==> src/bilinear_pixel_interpolator_unit_assert.svh <==
// ----------------------------------------------------------------------------
// Bilinear pixel interpolator assertion macros
// Shared concurrent assertion forms for the interpolator pipeline.
// ----------------------------------------------------------------------------
`ifndef BILINEAR_PIXEL_INTERPOLATOR_UNIT_ASSERT_SVH
`define BILINEAR_PIXEL_INTERPOLATOR_UNIT_ASSERT_SVH

// same-cycle implication, disabled in reset
`define BPI_ASSERT_IMPLIES(label, clk, rst, ante, cons, msg) \
   label: assert property (@(posedge clk) disable iff (rst) (ante) |-> (cons)) \
      else $error(msg);

// next-cycle implication, disabled in reset
`define BPI_ASSERT_NEXT(label, clk, rst, ante, cons, msg) \
   label: assert property (@(posedge clk) disable iff (rst) (ante) |=> (cons)) \
      else $error(msg);

`endif

==> src/bpi_pkg.sv <==
// ----------------------------------------------------------------------------
// Bilinear pixel interpolator package
// Shared types, register indexes and channel helpers.
// ----------------------------------------------------------------------------
package bpi_pkg;

   localparam int MAX_SOURCE_DIM = 4096;
   localparam int PIX_W          = 32;
   localparam int POS_W          = 28;
   localparam int DIM_W          = 13;
   localparam int CH_W           = 8;
   localparam int NUM_CH         = 3;
   localparam int REQ_W          = 4 * PIX_W + 2 * POS_W;
   localparam int RSP_W          = PIX_W;
   localparam int CSR_IDX_W      = 2;

   localparam logic [DIM_W-1:0] SOURCE_DIM_RESET = DIM_W'(MAX_SOURCE_DIM % 8192);

   localparam logic [CSR_IDX_W-1:0] CSR_PIXEL_FORMAT  = 2'd0;
   localparam logic [CSR_IDX_W-1:0] CSR_SOURCE_WIDTH  = 2'd1;
   localparam logic [CSR_IDX_W-1:0] CSR_SOURCE_HEIGHT = 2'd2;

   localparam logic [1:0] CH_RED   = 2'd0;
   localparam logic [1:0] CH_GREEN = 2'd1;
   localparam logic [1:0] CH_BLUE  = 2'd2;

   typedef logic [NUM_CH-1:0][CH_W-1:0] chan_vec_type;

   typedef struct packed {
      logic [POS_W-1:0] y_position;
      logic [POS_W-1:0] x_position;
      logic [PIX_W-1:0] bottom_right;
      logic [PIX_W-1:0] bottom_left;
      logic [PIX_W-1:0] top_right;
      logic [PIX_W-1:0] top_left;
   } req_type;

   typedef struct packed {
      logic             wide;
      logic [DIM_W-1:0] source_width;
      logic [DIM_W-1:0] source_height;
   } cfg_type;

   typedef struct packed {
      logic             wide;
      logic             at_edge;
      logic [PIX_W-1:0] top_left;
      chan_vec_type     tl_ch;
      chan_vec_type     tr_ch;
      chan_vec_type     bl_ch;
      chan_vec_type     br_ch;
      logic [CH_W-1:0]  fx;
      logic [CH_W-1:0]  fy;
   } s1_type;

   typedef struct packed {
      logic             wide;
      logic             at_edge;
      logic [PIX_W-1:0] top_left;
      chan_vec_type     top;
      chan_vec_type     bot;
      logic [CH_W-1:0]  fy;
   } s2_type;

   function automatic logic [CH_W-1:0] chan_extract(input logic [PIX_W-1:0] p,
                                                    input logic [1:0] k,
                                                    input logic wide);
      logic [CH_W-1:0] c;
      if (wide) begin
         unique case (k)
            CH_RED:   c = p[23:16];
            CH_GREEN: c = p[15:8];
            default:  c = p[7:0];
         endcase
      end else begin
         unique case (k)
            CH_RED:   c = {p[15:11], 3'b000};
            CH_GREEN: c = {p[10:5], 2'b00};
            default:  c = {p[4:0], 3'b000};
         endcase
      end
      return c;
   endfunction

   // (a*(256-w) + b*w) >> 8; the sum stays below 2^16
   function automatic logic [CH_W-1:0] blend8(input logic [CH_W-1:0] a,
                                              input logic [CH_W-1:0] b,
                                              input logic [CH_W-1:0] w);
      logic [8:0]  wa;
      logic [16:0] sum;
      wa  = 9'd256 - {1'b0, w};
      sum = 17'({1'b0, a} * {8'b0, wa}) + 17'({1'b0, b} * {9'b0, w});
      return sum[15:8];
   endfunction

endpackage

==> src/bilinear_pixel_interpolator_unit.sv <==
// ----------------------------------------------------------------------------
// Bilinear pixel interpolator unit
// Filters one pixel from a 2x2 source block and a 12.16 position.
// ----------------------------------------------------------------------------
// req_ carries one beat per output pixel: four neighbor pixels and the x and
// y positions. rsp_ returns one filtered pixel per request beat, in order.
// csr_ writes pixel format and source size; write it only while idle.
// Three register stages: decode and edge test, horizontal blend, vertical
// blend and repack into the result register. A new beat is taken every
// cycle while rsp_tready is high.
// When rsp_tready is low the stages fill up and hold; req_tready drops only
// once all three stages hold a beat, and no beat is lost or repeated.
// Reset empties the pipeline and sets ARGB8888 with a 4096 x 4096 source.
// ----------------------------------------------------------------------------
`include "bilinear_pixel_interpolator_unit_assert.svh"

module bilinear_pixel_interpolator_unit (
   input  logic                          clock,
   input  logic                          reset,
   input  logic                          req_tvalid,
   output logic                          req_tready,
   // top_left, top_right, bottom_left, bottom_right, x_position, y_position
   input  logic [bpi_pkg::REQ_W-1:0]     req_tdata,
   output logic                          rsp_tvalid,
   input  logic                          rsp_tready,
   // filtered_pixel
   output logic [bpi_pkg::RSP_W-1:0]     rsp_tdata,
   input  logic                          csr_wr_en,
   input  logic [bpi_pkg::CSR_IDX_W-1:0] csr_index,
   input  logic [bpi_pkg::DIM_W-1:0]     csr_wdata
);
   import bpi_pkg::*;

   cfg_type cfg_ff;
   cfg_type cfg_in;
   req_type req_data;
   logic    s1_valid;
   s1_type  s1_data;
   logic    s1_ready;
   logic    s2_valid;
   s2_type  s2_data;
   logic    s2_ready;

   assign req_data = req_type'(req_tdata);

   always_comb begin
      cfg_in = cfg_ff;
      unique case (csr_index)
         CSR_PIXEL_FORMAT:  cfg_in.wide          = csr_wdata[0];
         CSR_SOURCE_WIDTH:  cfg_in.source_width  = csr_wdata;
         CSR_SOURCE_HEIGHT: cfg_in.source_height = csr_wdata;
         default:           cfg_in               = cfg_ff;
      endcase
   end

   always_ff @(posedge clock) begin
      if (reset) begin
         cfg_ff.wide          <= 1'b1;
         cfg_ff.source_width  <= SOURCE_DIM_RESET;
         cfg_ff.source_height <= SOURCE_DIM_RESET;
      end else if (csr_wr_en) begin
         cfg_ff <= cfg_in;
      end
   end

   bpi_unpack u_unpack (
      .clock     (clock),
      .reset     (reset),
      .cfg       (cfg_ff),
      .in_valid  (req_tvalid),
      .in_data   (req_data),
      .in_ready  (req_tready),
      .out_valid (s1_valid),
      .out_data  (s1_data),
      .out_ready (s1_ready)
   );

   bpi_hblend u_hblend (
      .clock     (clock),
      .reset     (reset),
      .in_valid  (s1_valid),
      .in_data   (s1_data),
      .in_ready  (s1_ready),
      .out_valid (s2_valid),
      .out_data  (s2_data),
      .out_ready (s2_ready)
   );

   bpi_vblend u_vblend (
      .clock     (clock),
      .reset     (reset),
      .in_valid  (s2_valid),
      .in_data   (s2_data),
      .in_ready  (s2_ready),
      .out_valid (rsp_tvalid),
      .out_data  (rsp_tdata),
      .out_ready (rsp_tready)
   );

   `BPI_ASSERT_IMPLIES(a_ready_only_when_full, clock, reset, !req_tready,
      s1_valid && s2_valid && rsp_tvalid && !rsp_tready,
      "request stalled while the pipeline had room")

   `BPI_ASSERT_NEXT(a_result_follows_drain, clock, reset,
      s2_valid && s2_ready, rsp_tvalid, "vertical stage dropped a beat")

endmodule

==> src/bpi_unpack.sv <==
// ----------------------------------------------------------------------------
// Bilinear pixel interpolator, decode stage
// Edge test, channel expansion and weight extraction.
// ----------------------------------------------------------------------------
`include "bilinear_pixel_interpolator_unit_assert.svh"

module bpi_unpack (
   input  logic              clock,
   input  logic              reset,
   input  bpi_pkg::cfg_type  cfg,
   input  logic              in_valid,
   input  bpi_pkg::req_type  in_data,
   output logic              in_ready,
   output logic              out_valid,
   output bpi_pkg::s1_type   out_data,
   input  logic              out_ready
);
   import bpi_pkg::*;

   logic             valid_ff;
   s1_type           data_ff;
   s1_type           data_in;
   logic [DIM_W-1:0] x_next;
   logic [DIM_W-1:0] y_next;

   assign in_ready  = !valid_ff || out_ready;
   assign out_valid = valid_ff;
   assign out_data  = data_ff;

   always_comb begin
      x_next           = {1'b0, in_data.x_position[POS_W-1:16]} + DIM_W'(1);
      y_next           = {1'b0, in_data.y_position[POS_W-1:16]} + DIM_W'(1);
      data_in.wide     = cfg.wide;
      data_in.at_edge  = (x_next >= cfg.source_width) || (y_next >= cfg.source_height);
      data_in.top_left = in_data.top_left;
      data_in.fx       = in_data.x_position[15:8];
      data_in.fy       = in_data.y_position[15:8];
      for (int k = 0; k < NUM_CH; k++) begin
         data_in.tl_ch[k] = chan_extract(in_data.top_left, 2'(k), cfg.wide);
         data_in.tr_ch[k] = chan_extract(in_data.top_right, 2'(k), cfg.wide);
         data_in.bl_ch[k] = chan_extract(in_data.bottom_left, 2'(k), cfg.wide);
         data_in.br_ch[k] = chan_extract(in_data.bottom_right, 2'(k), cfg.wide);
      end
   end

   always_ff @(posedge clock) begin
      if (reset) begin
         valid_ff <= 1'b0;
      end else if (in_ready) begin
         valid_ff <= in_valid;
      end
      if (in_ready && in_valid) begin
         data_ff <= data_in;
      end
   end

   `BPI_ASSERT_NEXT(a_unpack_hold, clock, reset, valid_ff && !out_ready,
      valid_ff && $stable(data_ff), "decode stage lost or changed a stalled beat")

endmodule

==> src/bpi_hblend.sv <==
// ----------------------------------------------------------------------------
// Bilinear pixel interpolator, horizontal stage
// Blend top and bottom pixel pairs with the x weight.
// ----------------------------------------------------------------------------
`include "bilinear_pixel_interpolator_unit_assert.svh"

module bpi_hblend (
   input  logic             clock,
   input  logic             reset,
   input  logic             in_valid,
   input  bpi_pkg::s1_type  in_data,
   output logic             in_ready,
   output logic             out_valid,
   output bpi_pkg::s2_type  out_data,
   input  logic             out_ready
);
   import bpi_pkg::*;

   logic   valid_ff;
   s2_type data_ff;
   s2_type data_in;

   assign in_ready  = !valid_ff || out_ready;
   assign out_valid = valid_ff;
   assign out_data  = data_ff;

   always_comb begin
      data_in.wide     = in_data.wide;
      data_in.at_edge  = in_data.at_edge;
      data_in.top_left = in_data.top_left;
      data_in.fy       = in_data.fy;
      for (int k = 0; k < NUM_CH; k++) begin
         data_in.top[k] = blend8(in_data.tl_ch[k], in_data.tr_ch[k], in_data.fx);
         data_in.bot[k] = blend8(in_data.bl_ch[k], in_data.br_ch[k], in_data.fx);
      end
   end

   always_ff @(posedge clock) begin
      if (reset) begin
         valid_ff <= 1'b0;
      end else if (in_ready) begin
         valid_ff <= in_valid;
      end
      if (in_ready && in_valid) begin
         data_ff <= data_in;
      end
   end

   `BPI_ASSERT_NEXT(a_hblend_hold, clock, reset, valid_ff && !out_ready,
      valid_ff && $stable(data_ff), "horizontal stage lost or changed a stalled beat")

endmodule

==> src/bpi_vblend.sv <==
// ----------------------------------------------------------------------------
// Bilinear pixel interpolator, vertical stage
// Blend with the y weight, repack and hold the result beat.
// ----------------------------------------------------------------------------
module bpi_vblend (
   input  logic                     clock,
   input  logic                     reset,
   input  logic                     in_valid,
   input  bpi_pkg::s2_type          in_data,
   output logic                     in_ready,
   output logic                     out_valid,
   output logic [bpi_pkg::RSP_W-1:0] out_data,
   input  logic                     out_ready
);
   import bpi_pkg::*;

   logic             valid_ff;
   logic [RSP_W-1:0] data_ff;
   logic [RSP_W-1:0] data_in;
   chan_vec_type     c;

   assign in_ready  = !valid_ff || out_ready;
   assign out_valid = valid_ff;
   assign out_data  = data_ff;

   always_comb begin
      for (int k = 0; k < NUM_CH; k++) begin
         c[k] = blend8(in_data.top[k], in_data.bot[k], in_data.fy);
      end
      priority if (in_data.at_edge && in_data.wide) begin
         data_in = in_data.top_left;
      end else if (in_data.at_edge) begin
         data_in = {16'h0000, in_data.top_left[15:0]};
      end else if (in_data.wide) begin
         data_in = {in_data.top_left[31:24], c[CH_RED], c[CH_GREEN], c[CH_BLUE]};
      end else begin
         data_in = {16'h0000, c[CH_RED][7:3], c[CH_GREEN][7:2], c[CH_BLUE][7:3]};
      end
   end

   always_ff @(posedge clock) begin
      if (reset) begin
         valid_ff <= 1'b0;
      end else if (in_ready) begin
         valid_ff <= in_valid;
      end
      if (in_ready && in_valid) begin
         data_ff <= data_in;
      end
   end

endmodule
==> config.mk <==
export PLATFORM = sky130hd
export DESIGN_NAME = bilinear_pixel_interpolator_unit
export DESIGN_NICKNAME = d
export VERILOG_FILES = /design/src/bpi_pkg.sv /design/src/bilinear_pixel_interpolator_unit.sv /design/src/bpi_unpack.sv /design/src/bpi_hblend.sv /design/src/bpi_vblend.sv
export VERILOG_INCLUDE_DIRS = /design/src /design/src/src
export SDC_FILE = /design/constraint.sdc
export NUM_CORES = 2
export LEC_CHECK = 0
export ABC_CLOCK_PERIOD_IN_PS = 12340
export BUFFER_PORTS_ARGS = -buffer_cell sky130_fd_sc_hd__buf_2
export CORE_MARGIN = 2
export CORE_UTILIZATION = 59
export CTS_CLUSTER_DIAMETER = 50
export DETAILED_ROUTE_END_ITERATION = 10
export PLACE_DENSITY = 0.86
export SYNTH_ARGS = -nofsm -noshare
export SYNTH_HDL_FRONTEND = slang
export SYNTH_HIERARCHICAL = 1
export SYNTH_SLANG_ARGS = --single-unit
==> constraint.sdc <==
create_clock -name clock -period 12.34 [get_ports clock]
set_input_delay 3.085 -clock clock [delete_from_list [all_inputs] [get_ports clock]]
set_output_delay 3.085 -clock clock [all_outputs]
set_load 0.005 [all_outputs]
Word level (Yosys, flattened, before mapping). Cells that the tools add are included.

Register bits after elaboration: 298. Bits of input ports: 204. Logic and storage cells: 111.

Add/sub/neg operators: 13. $mul: 18. Order comparisons: 2. Equality and inequality tests: 2. Mux-type cells: 15. Reduce and logical (&&, ||, !) cells: 15.

Operators by type and width (number): $add A16 B16 Y16 (9); $mul A8 B8 Y16 (9); $mul A8 B9 Y16 (9); $mux W32 (3); $mux W8 (12); $add A12 B1 Y13 const B (2); $ge A13 B13 Y1 (2); $sub A9 B8 Y9 const A (2); $reduce_and A2 Y1 (3); $logic_and A1 B1 Y1 (4); $logic_or A1 B1 Y1 (4); $logic_not A1 Y1 (3); $eq A2 B1 Y1 const B (1); $eq A2 B2 Y1 const B (1); $logic_not A2 Y1 (1).

Depth between registers and ports, before layout.
Depth in word-level cells: 6. Gate-level depth with buffers: 25. Gate-level depth less buffers: 23.

Hierarchy. The synthesis kept the hierarchy.

By module, submodules not included: bpi_hblend (times used 1, cells an instance 3068, area each 28942.8 µm², sequential area each 2722.6 µm²); bpi_vblend (times used 1, cells an instance 1618, area each 14676.6 µm², sequential area each 980.9 µm²); bpi_unpack (times used 1, cells an instance 400, area each 6402.4 µm², sequential area each 4404.2 µm²); bilinear_pixel_interpolator_unit (times used 1, cells an instance 107, area each 1144.8 µm², sequential area each 540.5 µm²).

Worst setup path before layout. No wires, ideal clock.

Path type: input to register. From: input rsp_tready. To: register u_unpack.data_ff (netlist bit u_unpack/out_data[0]), enable pin. Setup time: 0.523 ns. Arrival: 6.840 ns. Setup slack: 4.977 ns. Stages on the path: 4. Path through: nand2b_1 > nand2b_1 > nand2b_1 > and2_1.

Longest elaborated chain between the ends: 4.

Ends and longest elaborated chain: start: declaration (line bilinear_pixel_interpolator_unit.sv:25) `input logic rsp_tready,`; $logic_or A1 B1 Y1 (line bpi_vblend.sv:22) `assign in_ready = !valid_ff || out_ready;`; $logic_or A1 B1 Y1 (line bpi_hblend.sv:23) `assign in_ready = !valid_ff || out_ready;`; via s1_ready (line bilinear_pixel_interpolator_unit.sv:39) `logic s1_ready;`; $logic_or A1 B1 Y1 (line bpi_unpack.sv:26) `assign in_ready = !valid_ff || out_ready;`; via req_tready (line bilinear_pixel_interpolator_unit.sv:21) `output logic req_tready,`; $logic_and A1 B1 Y1 (line bpi_unpack.sv:52) `if (in_ready && in_valid) begin`; end signal: assignment (line bpi_unpack.sv:53) `data_ff <= data_in;`; end: declaration (line bpi_unpack.sv:21) `s1_type data_ff;`.

The timed path passes the listed nets, and every way through them passes these cells. A chain may end at the register's enable or synchronous reset.

==> metrics.md <==
| Metric | Value |
|---|---|
| Total GRT Usage | `28.40%` |
| Async S/R FF share, synth | `0%` |
| Multi-input gate area in the final layout | `37120 sq um` |
| Number of unique standard cell types used by synthesis | `74` |
| Synth Flop Type | `edfxtp_1` |
| CP Launch Type | `flop` |
| Maximum number of pins on one net before global-route repair | `82` |
| Slew @ Worst Pin | `1205 ps` |
| Critical Path RT | `12690 ps` |
| Delay-heaviest family, CP | `adder cells` |
| Max-slew violation total from the final report | `0` |
| Cell type contributing the most total cell area after synthesis | `fa_1` |
| Number of warning messages in the yosys log | `6` |
| Area Overhead vs Synth | `7.177%` |
| Critical path startpoint | `u_unpack/out_data[9]$_DFFE_PP_` |
| Share of final-layout standard cells stronger than drive strength 1 | `7.753%` |
| Post-synthesis cell area | `51170 sq um` |
| Core box area | `86350 sq um` |
| Final period utilization | `65.93%` |
| Remaining max-slew budget at the tightest pin | `19.70%` |
| WHS | `415.1 ps` |
| Number of antenna violations at the first check in global routing | `9` |
| Max Clock Freq | `122.9 MHz` |
| Cell occurring most often along the worst timing path | `fa_1` |
| Via count of the first global-routing pass | `39498` |
| Placement row count | `108` |
| Max H-tree Level | `2` |
| Cells along the critical path | `buf_4 -> inv_1 -> ha_1 -> nand2_1 -> xor2_4 -> buf_4 -> nand2_1 -> fa_1 -> fa_1 -> inv_1 -> fa_1 -> fa_1 -> fa_1 -> inv_1 -> fa_1 -> inv_1 -> ha_1 -> o21ai_0 -> a22oi_1 -> and3_1 -> o21a_2 -> nor2_1 -> o311ai_0` |
| RR Startpoint | `u_unpack/out_data[9]$_DFFE_PP_` |
| Fin crit period | `8136 ps` |
| Synth top area share | `35.21%` |
| Resized cells post-CTS | `0` |
| Number of buffer and inverter instances along the worst setup path | `6` |
| Initial standard-cell utilization of the core | `59.26%` |
| Sequential-to-total area share from yosys stat | `16.90%` |
| Post-synthesis sequential element count | `298` |
| Clk pin slew, worst setup/hold paths | `70 ps` |
| Library cell contributing the largest single delay on the critical path | `xor2_4` |
| Setup TNS | `0 ps` |
| Classification of the worst setup path | `flop to flop` |
| Drc violations | `0` |
| I/O pins | `238` |
| Hold bufs inserted after CTS | `0` |
| Clock Path Buffers | `3` |
| Syn Inst Count | `5193` |
| Number of hold violations in the final report | `0` |
| Number of enable flip-flop cells after synthesis | `268` |
| Chip height | `298.5 um` |
| CTS tree | `done` |
| Number of clock sinks | `298` |
| Crit Path Max Fanout | `50` |
| Wire length of the first global-routing pass | `200.9 mm` |
| Router iterations before antenna repair | `8` |
| Largest stage delay, worst path | `820 ps` |
| Drt via density | `5.547` |
| Outcome | `complete, no violations` |
| Skew final | `39.08 ps` |
| Most common cell in the synthesized netlist | `inv_1` |
| Cells taking the most area after synthesis | `fa_1 35%, edfxtp_1 16%, ha_1 14%` |
| Antenna viol nets, final | `0` |
| Number of buffers inserted to repair setup after CTS | `0` |
| Cell total after placement | `6396` |
| Number of standard cells in the layout, taps in and fillers out | `6485` |
| Die Area | `89090 sq um` |
| Quantity of I/O buffers inserted on ports | `197` |
| Most instantiated cells after synthesis | `1256 x inv_1, 900 x fa_1, 775 x and2_1, 570 x ha_1, 528 x nand2_1` |
| Number of buffers created by CTS | `46` |
| Routed wirelength normalized by instance count | `18.95 um` |
| Arrival time at the worst endpoint | `8480 ps` |
| HP Start | `u_unpack/out_data[139]$_DFFE_PP_` |
| Library cell used as clock root buffer | `clkbuf_16` |
| Post-Syn Area per Cell | `9.853 sq um` |
| DP Wirelength | `94.12 mm` |
| Detailed router's first-iteration violation count | `2659` |
| Maxcap violations | `0` |
| Via count of the routed design | `35972` |
| Unrepaired setup endpoints after global routing | `no` |
| # fillers | `6291` |
| Weighted congestion reported at the end of routability-driven placement | `0.8968` |
| Net count, final | `6963` |
| Final-report setup violation count | `0` |
| Class of the most critical hold timing path | `flop to flop` |
| Capturing element type of the critical path | `flop` |
| Post-Route WL | `122.9 mm` |
| Register area | `8652 sq um` |
| Remaining Overflow, GRT | `0` |
| Net count of the mapped netlist | `6867` |
| Clk Latency, worst-skew pair | `640 ps` |
| Floorplan die width | `298.5 um` |
[layer usage]
layer | vias to the layer above | GRT usage (%) | part of all wire (%)
li1 | 15844 | - | -
met1 | 18095 | 34.97 | 37
met2 | 1609 | 48.39 | 50
met3 | 418 | 4.871 | 7.8
met4 | 6 | 14.30 | 5.4
met5 | - | 0 | 0.028
[layout by cell type, fill, tap and decap left out, drive strengths merged, types with 6 or more instances in the layout]
master / count
and2: 776
or2: 6
mux2i: 32
inv: 1269
mux2: 65
o31ai: 7
o21a: 9
nor2: 47
o21bai: 6
xnor2: 92
nand2b: 45
edfxtp: 268
ha: 570
nor2b: 6
o21ai: 42
nor3: 34
xor2: 51
a21o: 9
dfxtp: 30
buf: 239
a22oi: 8
clkbuf: 48
fa: 900
a31oi: 14
a21oi: 55
nand3: 26
nand4: 26
o211ai: 11
nand2: 528
and3: 21
clkinv: 21
[per-stage QoR]
step / setup WS [ps] / instance area, sq um / util, %
after floorplan: 4977 / 51170 / -
after global routing: 3861 / 54840 / 63.51
after CTS: 4354 / 54830 / 63.50
after global placement: 4572 / 53230 / 61.65
after detailed placement: 4400 / 53230 / 61.65
final: 4204 / 54840 / 63.51
[cell families after synthesis]
| group | after synthesis | share of synthesized area (%) |
|---|---|---|
| XOR/XNOR | 147 | 2.641 |
| multiplexers | 97 | 2.057 |
| adder cells (fa/ha/maj) | 1470 | 49.15 |
| AND/OR/NAND/NOR | 1535 | 15.90 |
| flip-flops | 298 | 16.90 |
| buffers and inverters | 1447 | 10.74 |
| AO/OA/AOI/OAI | 199 | 2.614 |
[flip-flops by register name, summed over array words and instances (netlist names)]
signal and cells:
cfg_ff 27, u_hblend/out_data 90, u_hblend/out_valid 1, u_unpack/out_data 146, u_unpack/out_valid 1, u_vblend/out_data 32
u_vblend/out_valid 1
[path summary, 6_finish.rpt]
check	endpoint	slack (ps)	cells past startpoint
hold / removal	u_hblend/out_data[83]$_DFFE_PP_	420	0
setup / recovery	u_hblend/out_data[37]$_DFFE_PP_	4200	23
hold reg to reg	u_hblend/out_data[83]$_DFFE_PP_	420	0
setup reg to reg	u_hblend/out_data[37]$_DFFE_PP_	4200	23
[area by class of cell]
type | count | share of cell area, %
multi-input cells | 3448 | 67.69
flip-flops and latches | 298 | 15.78
inverters | 1256 | 8.597
well taps | 1155 | 2.635
repair buffers | 239 | 2.373
clock buffers | 48 | 2.113
clock inverters | 38 | 0.8054
diodes | 3 | 0.01369
[worst reg2reg max path: cells and delay by family, from the launching register on]
kind | cells | cell delay [ps]
buffers and inverters | 6 | 1290
adders and majority gates | 8 | 3610
AOI/OAI and AO/OA | 4 | 1150
DFF | 1 | 320
xor gates and xnor gates | 1 | 820
and+or+nand+nor | 4 | 660
Power is left out: the tool's default activity adds up to more than one toggle a clock period on the data nets, which glitch-free logic cannot reach.
